--- src/sv/crarc_pkg.sv ---
// ----------------------------------------------------------------------------
// crarc_pkg: shared definitions for the Catmull-Rom arc-length follower
// Field structs, command and status codes, widths and the controller to
// datapath command/status structs.
// ----------------------------------------------------------------------------
package crarc_pkg;

  localparam int MAX_POINTS = 64;
  localparam int FRAC_BITS  = 16;
  localparam int ONE        = 1 << FRAC_BITS;

  localparam int ADDR_W = $clog2(MAX_POINTS);
  localparam int CNT_W  = $clog2(MAX_POINTS + 1);

  localparam int STEP_W     = 11;
  localparam int STEP_RESET = 100;
  localparam int STEP_MAX   = 1024;

  // Parameter t lives in [-4, 4) and the cubic terms in a wider signed word.
  localparam int T_W  = FRAC_BITS + 3;
  localparam int W_W  = FRAC_BITS + 10;
  localparam int T_HI = 4 * ONE - 1;
  localparam int T_LO_MAG = 4 * ONE;

  // Shared multiplier operands and accumulator.
  localparam int MUL_W = 33;
  localparam int ACC_W = 64;

  // Divider: up to a 33-bit magnitude scaled by one, over a 32-bit divisor.
  localparam int DIV_NUM_W = FRAC_BITS + 33;
  localparam int DIV_DEN_W = 32;
  localparam int DIV_CNT_W = $clog2(DIV_NUM_W + 1);

  // Square root of a 64-bit sum of squares.
  localparam int SQ_RAD_W  = 64;
  localparam int SQ_ROOT_W = 32;
  localparam int SQ_CNT_W  = $clog2(SQ_ROOT_W + 1);

  localparam logic [1:0] CMD_LOAD = 2'd0;
  localparam logic [1:0] CMD_POS  = 2'd1;
  localparam logic [1:0] CMD_TAN  = 2'd2;

  localparam logic [1:0] ST_FOLLOW   = 2'd0;
  localparam logic [1:0] ST_COMPLETE = 2'd1;
  localparam logic [1:0] ST_SHORT    = 2'd2;

  typedef struct packed {
    logic [1:0]         command;
    logic signed [31:0] point_x;
    logic signed [31:0] point_y;
    logic               last_point;
    logic signed [31:0] travel_distance;
  } req_t;

  typedef struct packed {
    logic signed [31:0] out_x;
    logic signed [31:0] out_y;
    logic [1:0]         path_status;
  } rsp_t;

  typedef enum logic [4:0] {
    OP_NONE, OP_CAPTURE, OP_PT_WRITE, OP_PT_READ, OP_PT_LATCH, OP_PREV,
    OP_DIV_SAMPLE, OP_DIV_QUERY, OP_T_SAMPLE, OP_T_QUERY, OP_T_ZERO,
    OP_MUL, OP_TT, OP_TTT, OP_WEIGHTS, OP_ACC_FRAC, OP_RES, OP_ABS,
    OP_ACC_RAW, OP_SQRT, OP_CHORD, OP_TOTAL_CLR, OP_CUM_WRITE, OP_CUM_READ,
    OP_SCAN, OP_OUT, OP_OUT_SHORT
  } op_t;

  typedef enum logic [2:0] {MS_TT, MS_TTT, MS_PW, MS_SQX, MS_SQY} mul_sel_t;

  typedef struct packed {
    op_t               op;
    logic [ADDR_W-1:0] addr;
    logic [1:0]        sel;
    logic              axis;
    mul_sel_t          msel;
    logic              tangent;
    logic [STEP_W-1:0] k;
    logic [1:0]        status;
  } dp_cmd_t;

  typedef struct packed {
    logic              div_busy;
    logic              sqrt_busy;
    logic              ge;
    logic              len_zero;
    logic              out_free;
    logic [STEP_W-1:0] steps;
  } dp_stat_t;

endpackage

--- src/sv/crarc_ctrl.sv ---
// ----------------------------------------------------------------------------
// crarc_ctrl: follower sequencer
// Drives loads, segment length build, search and curve evaluation through
// the datapath command port.
// ----------------------------------------------------------------------------
module crarc_ctrl (
  input  logic                  clk,
  input  logic                  rst,
  input  logic                  req_valid,
  output logic                  req_ready,
  input  logic [1:0]            req_command,
  input  logic                  req_last,
  output crarc_pkg::dp_cmd_t    cmd,
  input  crarc_pkg::dp_stat_t   stat
);

  typedef enum logic [4:0] {
    S_IDLE, S_LOAD, S_B_INIT, S_B_SEG, S_F_RD, S_F_LT, S_B_PREV, S_B_DIV,
    S_B_DIVW, S_EV_MTT, S_EV_TT, S_EV_MTTT, S_EV_TTT, S_EV_W, S_EV_MPW,
    S_EV_APW, S_EV_RES, S_CH_ABS, S_CH_MX, S_CH_AX, S_CH_MY, S_CH_AY,
    S_CH_SQ, S_CH_SQW, S_B_CUM, S_SC_RD, S_SC_SH, S_SC_CK, S_Q_DIV,
    S_Q_DIVW, S_Q_OUT, S_SHORT
  } state_t;

  state_t state, state_next;

  logic [crarc_pkg::CNT_W-1:0]  cnt, seg_total, s, sidx;
  logic [crarc_pkg::ADDR_W-1:0] idx, base;
  logic [crarc_pkg::STEP_W-1:0] k;
  logic [1:0] j, i4;
  logic       ax_sel, closed, is_query, tan_q, last_q;
  logic [1:0] qstat;
  logic       scan_last;

  assign base      = is_query ? idx : s[crarc_pkg::ADDR_W-1:0];
  assign scan_last = (sidx == seg_total - 1'b1);

  always_comb begin
    cmd         = '0;
    cmd.op      = crarc_pkg::OP_NONE;
    cmd.msel    = crarc_pkg::MS_TT;
    cmd.tangent = tan_q;
    cmd.k       = k;
    cmd.status  = qstat;
    cmd.sel     = i4;
    cmd.axis    = ax_sel;
    req_ready   = 1'b0;
    state_next  = state;
    case (state)
      S_IDLE: begin
        req_ready = 1'b1;
        if (req_valid) begin
          cmd.op = crarc_pkg::OP_CAPTURE;
          if (req_command == crarc_pkg::CMD_LOAD) begin
            state_next = S_LOAD;
          end else if (req_command == crarc_pkg::CMD_POS ||
                       req_command == crarc_pkg::CMD_TAN) begin
            state_next = (seg_total == '0) ? S_SHORT : S_SC_RD;
          end
        end
      end
      S_LOAD: begin
        if (cnt < crarc_pkg::CNT_W'(crarc_pkg::MAX_POINTS)) begin
          cmd.op   = crarc_pkg::OP_PT_WRITE;
          cmd.addr = cnt[crarc_pkg::ADDR_W-1:0];
        end
        state_next = last_q ? S_B_INIT : S_IDLE;
      end
      S_B_INIT: begin
        cmd.op     = crarc_pkg::OP_TOTAL_CLR;
        state_next = S_B_SEG;
      end
      S_B_SEG: begin
        state_next = (s == seg_total) ? S_IDLE : S_F_RD;
      end
      S_F_RD: begin
        cmd.op     = crarc_pkg::OP_PT_READ;
        cmd.addr   = base + crarc_pkg::ADDR_W'(j);
        state_next = S_F_LT;
      end
      S_F_LT: begin
        cmd.op  = crarc_pkg::OP_PT_LATCH;
        cmd.sel = j;
        if (j == 2'd3) begin
          state_next = is_query ? S_EV_MTT : S_B_PREV;
        end else begin
          state_next = S_F_RD;
        end
      end
      S_B_PREV: begin
        cmd.op     = crarc_pkg::OP_PREV;
        state_next = S_B_DIV;
      end
      S_B_DIV: begin
        cmd.op     = crarc_pkg::OP_DIV_SAMPLE;
        state_next = S_B_DIVW;
      end
      S_B_DIVW: begin
        if (!stat.div_busy) begin
          cmd.op     = crarc_pkg::OP_T_SAMPLE;
          state_next = S_EV_MTT;
        end
      end
      S_EV_MTT: begin
        cmd.op     = crarc_pkg::OP_MUL;
        cmd.msel   = crarc_pkg::MS_TT;
        state_next = S_EV_TT;
      end
      S_EV_TT: begin
        cmd.op     = crarc_pkg::OP_TT;
        state_next = S_EV_MTTT;
      end
      S_EV_MTTT: begin
        cmd.op     = crarc_pkg::OP_MUL;
        cmd.msel   = crarc_pkg::MS_TTT;
        state_next = S_EV_TTT;
      end
      S_EV_TTT: begin
        cmd.op     = crarc_pkg::OP_TTT;
        state_next = S_EV_W;
      end
      S_EV_W: begin
        cmd.op     = crarc_pkg::OP_WEIGHTS;
        state_next = S_EV_MPW;
      end
      S_EV_MPW: begin
        cmd.op     = crarc_pkg::OP_MUL;
        cmd.msel   = crarc_pkg::MS_PW;
        state_next = S_EV_APW;
      end
      S_EV_APW: begin
        cmd.op     = crarc_pkg::OP_ACC_FRAC;
        state_next = (i4 == 2'd3) ? S_EV_RES : S_EV_MPW;
      end
      S_EV_RES: begin
        cmd.op = crarc_pkg::OP_RES;
        if (ax_sel) begin
          state_next = is_query ? S_Q_OUT : S_CH_ABS;
        end else begin
          state_next = S_EV_MPW;
        end
      end
      S_CH_ABS: begin
        cmd.op     = crarc_pkg::OP_ABS;
        state_next = S_CH_MX;
      end
      S_CH_MX: begin
        cmd.op     = crarc_pkg::OP_MUL;
        cmd.msel   = crarc_pkg::MS_SQX;
        state_next = S_CH_AX;
      end
      S_CH_AX: begin
        cmd.op     = crarc_pkg::OP_ACC_RAW;
        state_next = S_CH_MY;
      end
      S_CH_MY: begin
        cmd.op     = crarc_pkg::OP_MUL;
        cmd.msel   = crarc_pkg::MS_SQY;
        state_next = S_CH_AY;
      end
      S_CH_AY: begin
        cmd.op     = crarc_pkg::OP_ACC_RAW;
        state_next = S_CH_SQ;
      end
      S_CH_SQ: begin
        cmd.op     = crarc_pkg::OP_SQRT;
        state_next = S_CH_SQW;
      end
      S_CH_SQW: begin
        if (!stat.sqrt_busy) begin
          cmd.op     = crarc_pkg::OP_CHORD;
          state_next = (k == stat.steps) ? S_B_CUM : S_B_DIV;
        end
      end
      S_B_CUM: begin
        cmd.op     = crarc_pkg::OP_CUM_WRITE;
        cmd.addr   = s[crarc_pkg::ADDR_W-1:0];
        state_next = S_B_SEG;
      end
      S_SC_RD: begin
        cmd.op     = crarc_pkg::OP_CUM_READ;
        cmd.addr   = sidx[crarc_pkg::ADDR_W-1:0];
        state_next = S_SC_SH;
      end
      S_SC_SH: begin
        cmd.op     = crarc_pkg::OP_SCAN;
        state_next = S_SC_CK;
      end
      S_SC_CK: begin
        state_next = (stat.ge || scan_last) ? S_Q_DIV : S_SC_RD;
      end
      S_Q_DIV: begin
        if (stat.len_zero) begin
          cmd.op     = crarc_pkg::OP_T_ZERO;
          state_next = S_F_RD;
        end else begin
          cmd.op     = crarc_pkg::OP_DIV_QUERY;
          state_next = S_Q_DIVW;
        end
      end
      S_Q_DIVW: begin
        if (!stat.div_busy) begin
          cmd.op     = crarc_pkg::OP_T_QUERY;
          state_next = S_F_RD;
        end
      end
      S_Q_OUT: begin
        if (stat.out_free) begin
          cmd.op     = crarc_pkg::OP_OUT;
          state_next = S_IDLE;
        end
      end
      S_SHORT: begin
        if (stat.out_free) begin
          cmd.op     = crarc_pkg::OP_OUT_SHORT;
          state_next = S_IDLE;
        end
      end
      default: begin
        state_next = S_IDLE;
      end
    endcase
  end

  always_ff @(posedge clk) begin
    if (rst) begin
      state     <= S_IDLE;
      cnt       <= '0;
      seg_total <= '0;
      closed    <= 1'b0;
      s         <= '0;
      sidx      <= '0;
      idx       <= '0;
      k         <= '0;
      j         <= '0;
      i4        <= '0;
      ax_sel    <= 1'b0;
      is_query  <= 1'b0;
      tan_q     <= 1'b0;
      last_q    <= 1'b0;
      qstat     <= crarc_pkg::ST_FOLLOW;
    end else begin
      state <= state_next;
      case (state)
        S_IDLE: begin
          if (req_valid) begin
            tan_q    <= (req_command == crarc_pkg::CMD_TAN);
            last_q   <= req_last;
            is_query <= (req_command != crarc_pkg::CMD_LOAD);
            sidx     <= '0;
            if (req_command == crarc_pkg::CMD_LOAD && closed) begin
              cnt       <= '0;
              seg_total <= '0;
              closed    <= 1'b0;
            end
          end
        end
        S_LOAD: begin
          if (cnt < crarc_pkg::CNT_W'(crarc_pkg::MAX_POINTS)) begin
            cnt <= cnt + 1'b1;
          end
          if (last_q) begin
            closed <= 1'b1;
          end
        end
        S_B_INIT: begin
          seg_total <= (cnt >= crarc_pkg::CNT_W'(4)) ? cnt - crarc_pkg::CNT_W'(3) : '0;
          s         <= '0;
        end
        S_B_SEG: begin
          j <= '0;
        end
        S_F_LT: begin
          j <= j + 1'b1;
        end
        S_B_PREV: begin
          k <= '0;
        end
        S_EV_W: begin
          i4     <= '0;
          ax_sel <= 1'b0;
        end
        S_EV_APW: begin
          i4 <= i4 + 1'b1;
        end
        S_EV_RES: begin
          ax_sel <= ~ax_sel;
        end
        S_CH_SQW: begin
          if (!stat.sqrt_busy && k != stat.steps) begin
            k <= k + 1'b1;
          end
        end
        S_B_CUM: begin
          s <= s + 1'b1;
        end
        S_SC_CK: begin
          j <= '0;
          if (stat.ge) begin
            qstat <= crarc_pkg::ST_FOLLOW;
            idx   <= sidx[crarc_pkg::ADDR_W-1:0];
          end else if (scan_last) begin
            qstat <= crarc_pkg::ST_COMPLETE;
            idx   <= sidx[crarc_pkg::ADDR_W-1:0];
          end else begin
            sidx <= sidx + 1'b1;
          end
        end
        default: begin
        end
      endcase
    end
  end

  // A result is written only into an empty result register.
  a_out_free: assert property (@(posedge clk) disable iff (rst)
    (cmd.op == crarc_pkg::OP_OUT || cmd.op == crarc_pkg::OP_OUT_SHORT) |-> stat.out_free)
    else $error("result written while result register is full");

  // The divider is never restarted while it is working.
  a_div_idle: assert property (@(posedge clk) disable iff (rst)
    (cmd.op == crarc_pkg::OP_DIV_SAMPLE || cmd.op == crarc_pkg::OP_DIV_QUERY)
      |-> !stat.div_busy)
    else $error("divider started while busy");

  // Built segments always match the number of stored points.
  a_seg_count: assert property (@(posedge clk) disable iff (rst)
    (seg_total != '0) |-> (cnt == seg_total + crarc_pkg::CNT_W'(3)))
    else $error("segment count out of step with point count");

  // A query with no segments answers through the short-path state.
  a_short: assert property (@(posedge clk) disable iff (rst)
    (state == S_IDLE && req_valid && seg_total == '0 &&
     (req_command == crarc_pkg::CMD_POS || req_command == crarc_pkg::CMD_TAN))
      |=> state == S_SHORT)
    else $error("query without segments took the wrong path");

endmodule

--- config.mk ---
export PLATFORM = sky130hd
export DESIGN_NAME = crarc_ctrl
export DESIGN_NICKNAME = d
export VERILOG_FILES = /design/src/sv/crarc_pkg.sv /design/src/sv/crarc_ctrl.sv
export SDC_FILE = /design/constraint.sdc
export NUM_CORES = 1
export LEC_CHECK = 0
export ABC_AREA = 1
export BUFFER_PORTS_ARGS = -buffer_cell sky130_fd_sc_hd__buf_4
export CAP_MARGIN = 25
export CORE_ASPECT_RATIO = 1.1
export CORE_MARGIN = 2
export CORE_UTILIZATION = 50
export DETAILED_ROUTE_END_ITERATION = 7
export PLACE_DENSITY = 0.7
export SLEW_MARGIN = 20
export SYNTH_ARGS = -nofsm -noshare
export SYNTH_HDL_FRONTEND = slang
export SYNTH_SLANG_ARGS = --single-unit
export TNS_END_PERCENT = 1
--- constraint.sdc ---
create_clock -name clk -period 2.5 [get_ports clk]
set_clock_uncertainty 0.15 [all_clocks]
set_input_delay 0.125 -clock clk [delete_from_list [all_inputs] [get_ports clk]]
set_output_delay 0.125 -clock clk [all_outputs]
set_load 0.03 [all_outputs]
==> out/qor.csv <==
stage,metric,value,unit
final_layout,net count of the finished layout,814,
synth,area of the mapped netlist,0.00446,mm²
synth,Gate Count Post-Synth,721,
route,violation count after the first detailed-routing iteration,317,
timing,setup repair after global routing missed its margin,yes,
clock_network,number of buffers added by the clock tree synthesis step,9,
synth,Cell variety after synth,48,
placed_design,count of input and output buffers,52,
synth,share of flip-flops with an asynchronous set or reset,0,%
clock_network,clock tree sinks,60,
power_and_ir_drop,fraction of power consumed by the clock network,23.0,%
synth,sequential element share of the synthesized area,26.9,%
power_and_ir_drop,combinational cell fraction of total power,47.6,%
timing,number of pins exceeding their max-slew limit in the final report,0,
global_routing,initial antenna violation count,0,
power_and_ir_drop,net switching power,1.77,mW
placed_design,DP Wirelength,10.6,mm
critical_path,"Data arrival, critical path",2.10,ns
power_and_ir_drop,portion of total power attributed to sequential cells,29.4,%
route,DRT antenna net count,0,
route,Vias per Instance,5.51,
global_routing,vias in the first global route,4445,
synth,count of warnings emitted by yosys,0,
power_and_ir_drop,maximum resistive drop on vdd,0.487,mV
global_routing,Total Routing Usage GR,28.7,%
timing,final critical delay including setup and external delays,2.37,ns
clock_network,CTS tree,done,
critical_path,Register-to-Register Path Depth,7,
final_layout,utilization of the core after routing,59.9,%
final_layout,synth-to-layout area growth,18.0,%
final_layout,layout cells sized above 1,16.1,%
floorplan,Starting Density,50.8,%
floorplan,height of the die,103,µm
final_layout,Inserted Diodes,0,
clock_network,maximum clock path buffer count,2,
power_and_ir_drop,cell-internal power,2.20,mW
placed_design,final estimated routing congestion in global placement,0.972,
floorplan,x dimension of the die,94.1,µm
route,mean routed wirelength per cell,15.2,µm
route,number of optimization iterations in the first detailed-route pass,6,
flow_run,Max Cap Viol,0,
route,final wirelength,13.7,mm
timing,Final period util,95.0,%
synth,Mean Syn Cell Area,6.19,µm²
timing,Finish-stage setup viols,0,
clock_network,clock transition at the register clock pins on the worst setup and hold paths after CTS,0.07,ns
floorplan,count of boundary I/O pins,54,
worst_hold_path,worst hold path type,in -> reg,
critical_path,crit path max-delay cell type,dfxtp_4,
floorplan,count of standard-cell rows,36,
critical_path,worst stage delay on the critical path,0.39,ns
global_routing,maximum number of pins on one net before global-route repair,31,
floorplan,die area,0.00969,mm²
critical_path,series of cell instances along the critical path,"inv_6, nand2_1, nand2_1, ha_1, a21o_1, nand3_1, or2_1, a21oi_1, o21ai_1, nand3_1, buf_4",
clock_network,clock latency on the worst-skew pair,0.34,ns
timing,Fmax achieved,421,MHz
critical_path,startpoint types,flip-flop,
critical_path,setup slack of the worst register-to-register path,0.13,ns
final_layout,Fillers,888,
route,DRC violation count after routing,0,
critical_path,type of destination of the critical path,output port,
power_and_ir_drop,switching share of total power,44.6,%
timing,Fin. Hold Viols,0,
clock_network,buffer cell driving the clock tree root,clkbuf_8,
global_routing,"Remaining Overflow, GRT",0,
clock_network,total number of H-tree levels,3,
status,result of the run,finished clean,
synth,"EDFF count, synth",0,
power_and_ir_drop,Pwr per Cell Area,754,mW/mm²
synth,"Net Count, Synth",753,
synth,predominant post-synthesis flop cell,dfxtp_1,
power_and_ir_drop,leakage power summed over all cells,2.51,nW
floorplan,core area,0.00878,mm²
power_and_ir_drop,Final Power,3.97,mW
critical_path,Crit path required time,2.23,ns
critical_path,maximum fanout encountered on the critical timing path,7,
critical_path,Worst Setup Path Type,reg -> out,
global_routing,global-route wire length before repair,21.6,mm
worst_hold_path,hold path depth,2,
final_layout,"commonest non-fill, non-tap cell in the layout",nand2_1,
synth,synthesized flop and latch total,60,
final_layout,"commonest non-fill, non-tap cells in the layout","nand2_1 (185), nor2_1 (91), inv_1 (69)",
route,routed vias,4967,
## worst max-delay path: cells and delay by family, from the launching register on
family,cells,cell delay [ns]
simple gates,5,0.56
flops,1,0.39
compound gates,3,0.31
fa+ha+maj,1,0.28
buf+inv,2,0.21
## cells in the mapped netlist, drive strengths merged (2+ instances only)
cell type | instances | area share, %
nand2 | 192 | 17
ha | 9 | 2.5
nand3b | 3 | 0.50
o21a | 2 | 0.34
or2 | 2 | 0.28
nand4 | 11 | 1.5
a221oi | 2 | 0.39
nor3 | 23 | 2.8
o211ai | 3 | 0.50
a211oi | 3 | 0.50
dfxtp | 60 | 27
o21ai | 33 | 3.7
a31oi | 2 | 0.42
nand3 | 67 | 8.1
nor2 | 103 | 9.8
inv | 84 | 7.1
o221ai | 2 | 0.39
buf | 13 | 1.8
a21oi | 48 | 5.4
xnor2 | 13 | 2.6
xor2 | 17 | 3.3
a22oi | 5 | 0.84
clkbuf | 8 | 0.70
nor4 | 5 | 0.70
## flip-flops by register name, indices dropped and copies added (netlist names)
signal / count
ax_sel: 1
closed: 1
cnt: 7
i4: 2
idx: 6
is_query: 1
j: 2
k: 11
last_q: 1
qstat: 1
s: 7
seg_total: 7
sidx: 7
state: 5
tan_q: 1
## cells by family (layout without fill, tap and decap cells)
kind of cell | Yosys count | in the layout | synth area share [%]
simple gates | 408 | 408 | 40.9
compound gates | 106 | 106 | 13.6
buf+inv | 106 | 172 | 9.65
flops | 60 | 60 | 26.9
xor+xnor | 30 | 30 | 5.89
fa+ha+maj | 10 | 10 | 2.97
other cells | 1 | 1 | 0.0841
## through the flow
step                hold WS (ns)  setup slack (ns)  setup TNS (ns)  cell area, µm²  cells
floorplan                 0.0791             0.421               0            4460    721
global placement           0.209             0.360               0            4960    877
detailed placement         0.211             0.331               0            4960    877
CTS                       0.0236            0.0339               0            5220    898
global route              0.0456           -0.0446         -0.0576            5270    901
finish                    0.0425             0.126               0            5270    901
## final cells by class
cell class | instances | area (µm²) | area share (%)
sequential | 60 | 1210 | 22.9
timing repair buffer | 71 | 546 | 10.4
multi-input combinational | 555 | 2840 | 54.0
inverter | 85 | 324 | 6.15
clock inverter | 4 | 47.5 | 0.903
tap | 114 | 143 | 2.71
clock buffer | 12 | 155 | 2.95
## power groups by stage
| stage | registers [mW] | logic (mW) | clock network (mW) |
|---|---|---|---|
| final | 1.17 | 1.89 | 0.914 |
| after global routing | 1.18 | 2.06 | 0.973 |
| after CTS | 1.16 | 1.83 | 0.926 |
| after detailed placement | 1.18 | 1.81 | 0 |
| after global placement | 1.17 | 1.81 | 0 |
| after floorplan | 1.16 | 1.27 | 0 |
## layer usage
layer  GRT usage (%)  share of wire, %  up-vias
met2            49.1                49      186
met3            3.95               6.8       36
met5               0                 0        -
li1                -                 -     2476
met1            37.2                41     2269
met4            10.0               2.9        0
## what timing repair did
action | in CTS | in global routing
pin swaps | 0 | 3
gates resized for setup | 1 | 10
setup buffers | 0 | 3
endpoints found under the hold margin | 4 | 0
gates cloned | 0 | 0
setup endpoints to repair | 2 | 6
hold buffers | 5 | 0
## final timing paths
check | start | end
max | is_query | cmd[25]
min | rst | k[9]
max reg2reg | state[3] | tan_q
min reg2reg | qstat[0] | qstat[0]
Note: power is estimated with default switching activity, not from simulation.
